==> config.mk <==
export PLATFORM = sky130hd
export DESIGN_NAME = lcs_ram
export DESIGN_NICKNAME = d
export VERILOG_FILES = /design/src/rtl/lcs_ram.sv
export SDC_FILE = /design/constraint.sdc
export NUM_CORES = 1
export LEC_CHECK = 0
export ABC_CLOCK_PERIOD_IN_PS = 2000
export BUFFER_PORTS_ARGS = -buffer_cell sky130_fd_sc_hd__buf_4
export CAP_MARGIN = 20
export CORE_ASPECT_RATIO = 1.75
export CORE_MARGIN = 2
export CORE_UTILIZATION = 44
export CTS_CLUSTER_DIAMETER = 50
export DETAILED_ROUTE_END_ITERATION = 16
export SLEW_MARGIN = 10
export SYNTH_ARGS = -nofsm -noshare
export SYNTH_HDL_FRONTEND = slang
export SYNTH_SLANG_ARGS = --single-unit
export TNS_END_PERCENT = 20
==> constraint.sdc <==
create_clock -name i_clk -period 2 [get_ports i_clk]
set_input_delay 0.5 -clock i_clk [delete_from_list [all_inputs] [get_ports i_clk]]
set_output_delay 0.5 -clock i_clk [all_outputs]
set_load 0.02 [all_outputs]
==> src/rtl/lcs_ram.sv <==
// Generic single-port-write, single-port-read RAM with registered read.
module lcs_ram #(
    parameter int unsigned Width = 8,
    parameter int unsigned Depth = 64
) (
    input  logic                     i_clk,
    input  logic                     i_we,
    input  logic [$clog2(Depth)-1:0] i_waddr,
    input  logic [Width-1:0]         i_wdata,
    input  logic [$clog2(Depth)-1:0] i_raddr,
    output logic [Width-1:0]         o_rdata
);
    logic [Width-1:0] r_mem [Depth];
    logic [Width-1:0] r_rdata;

    always_ff @(posedge i_clk) begin
        if (i_we) begin
            r_mem[i_waddr] <= i_wdata;
        end
        r_rdata <= r_mem[i_raddr];
    end

    assign o_rdata = r_rdata;
endmodule

==> metrics <==
drt drc=0; synthesized area=20200 um^2; count leader, synth=edfxtp_1; Vias/cell=5.63; Yosys cell types=40; Die X=166 um; Routed Antenna Nets=0; Crit. End Element=register; Period Utilization, post-route=96.6%; largest net degree at the start of global routing=65; register share of total power=54.4%; Slew HR=54.0%; number of global-route vias before repair=10700; commonest cells in the netlist=edfxtp_1, mux4_2, nor2_1; sw frac=20.4%; WL final=47300 um; internal power=17.7 mW; max cap viols=0; status=completed; initial antenna violation count=0; crit path DAT=2360 ps; total setup buffers inserted after CTS=0; via count=9932; Syn-to-layout area delta=18.6%; Final nets=1178; first-pass GRT wire length=69500 um; GPL Wtd Cong=0.800; CTS Buf Count=45; FP Rows=103; GRT Total Usage=19.9%; critical-path maximum fanout=17; Yosys warning total=0; setup TNS=0 ps; Synth area leader=edfxtp_1; Slew Limit Fails=0; final cell count without fillers=1765; CTS Buffer Depth=3; H-tree Lvls=2; Top Ports=30; Synth area leaders=edfxtp_1, mux4_2, nor2_1; clock-pin slew on the worst setup and hold paths=70 ps; final core utilization=52.9%; Synth Instances=940; Placed Cells=1686; Max VDD drop=0.627 mV; Clock Latency Late Sink=550 ps; HP Start=i_raddr[5]; Overflow after GRT=0; critical path data required time=2430 ps; Fin. Hold Viols=0; first-pass detailed-route iteration total=7; Setup crit start=i_raddr[0]; total power draw=22.2 mW; Post-synth EDFFs=512; Final HPWL DP=32800 um; syn_nets=962; Psw=4.53 mW; fin crit period=1930 ps; Clk pwr share=39.4%; hold crit path type=input port to register; port bufs=29; placed inst area=22400 um^2; asr flop ratio synth=0%; Synth top area share=76.2%; Die ar.=47600 um^2; worst setup path category=input port to register; Setup violations, final=0; syn_area_per_cell=21.5 um^2; sequential share of the synthesized area=77.0%; antenna diode count=0; Initial Util=44.6%; ys flop type=edfxtp_1; total clock sinks=520; Avg WL per Cell=26.8 um; die height=287 um; design area=23900 um^2; worst slew pin tran=690 ps; pwr dens=928 nW/um^2; Detailed Route Iter0 Violations=634; Setup Skew=10.6 ps; Yosys reg bits=520; RSZ-0062 raised after global routing=false; Fmax=0.518 GHz; core area=45200 um^2; CTS tree=built; layout cells sized above 1=36.4%; startpoint types=input port; LEAKAGE=7.86 nW; Root Buffer=clkbuf_16; R2R Path Start=r_mem[47][1]$_DFFE_PP_; Gate power share=6.1%
[registers in the layout, indices dropped and copies added, names as in the netlist]
signal	count
o_rdata	8
r_mem	512
[per-layer routing]
layer  wire, um  vias to the layer above  GRT usage (%)  part of all wire, %
met5          0                        -              0                    0
met3       1770                       69           2.05                  3.7
met4       1220                        0           6.00                  2.6
met1      17000                     5267           22.5                   36
met2      27400                      248           39.3                   58
li1           -                     4348              -                    -
[kinds of logic (layout without fill, tap and decap cells)]
group | count (synthesis) | in the layout | synth area share [%]
compound gates | 54 | 54 | 2.07
buf+inv | 51 | 299 | 1.57
flops | 520 | 520 | 77.0
mux | 162 | 162 | 15.9
simple gates | 153 | 153 | 3.39
[repair_timing]
item | 4_1_cts | 5_1_grt
endpoints found under the setup margin | 3 | 5
resized for setup | 6 | 5
pin swaps | 0 | 1
hold buffers | 0 | 0
[path summary, 6_finish.rpt]
check / endpoint / slack, ps / depth (start not counted)
max: o_rdata[7]$_DFF_P_ / 70 / 6
min: o_rdata[5]$_DFF_P_ / 330 / 2
max reg2reg: o_rdata[1]$_DFF_P_ / 70 / 5
min reg2reg: o_rdata[6]$_DFF_P_ / 840 / 3
[stage by stage]
stage | worst slack [ps] | hold slack, ps
global route | 7.72 | 327
detailed placement | -761 | 801
global placement | -782 | 805
floorplan | -48.5 | 599
finish | 68.8 | 329
CTS | 0.638 | 302
[power by group through the flow]
stage / Combinational (mW) / Clock (mW) / Sequential, mW
3_5_place_dp: 1.37 / 0 / 12.3
3_3_place_gp: 1.35 / 0 / 12.3
6_report: 1.36 / 8.76 / 12.1
2_1_floorplan: 0.652 / 0 / 12.3
5_1_grt: 1.45 / 9.28 / 12.1
4_1_cts: 1.38 / 8.91 / 12.1
[worst max-delay path, cell delays in order]
cell and delay (ps):
clkbuf_16 190, buf_12 200, mux4_2 520, mux4_2 510
o21ai_0 300, nand2_1 110
[layout make-up]
cell class                      instances  area, um^2
Clock inverter                         23         269
Clock buffer                           56        1200
Sequential cell                       520       15500
Tap cell                              577         722
Timing Repair Buffer                  220        1840
Fill cell                            3523       21300
Multi-Input combinational cell        369        4360
[placed cells by master, fill, tap and decap left out, types with 3 or more instances in the layout]
master       n
nor2_1      83
a21oi_1      3
dfxtp_1      8
a22oi_1      3
clkbuf_16   46
mux2_2      13
buf_12      13
mux2i_1     21
bufinv_16    6
edfxtp_1   512
o221ai_1     8
o22ai_1      8
clkbuf_1     8
clkbuf_8     3
nor2b_1     14
nand3b_1     3
mux4_2     126
a211oi_1     4
clkinv_2    10
a221oi_1     5
nand2_1     19
buf_4      204
clkinv_1     6
o2bb2ai_1    3
nor3_1       5
nand3_1     13
nand2b_1     7
Note: power is estimated with default switching activity, not from simulation.
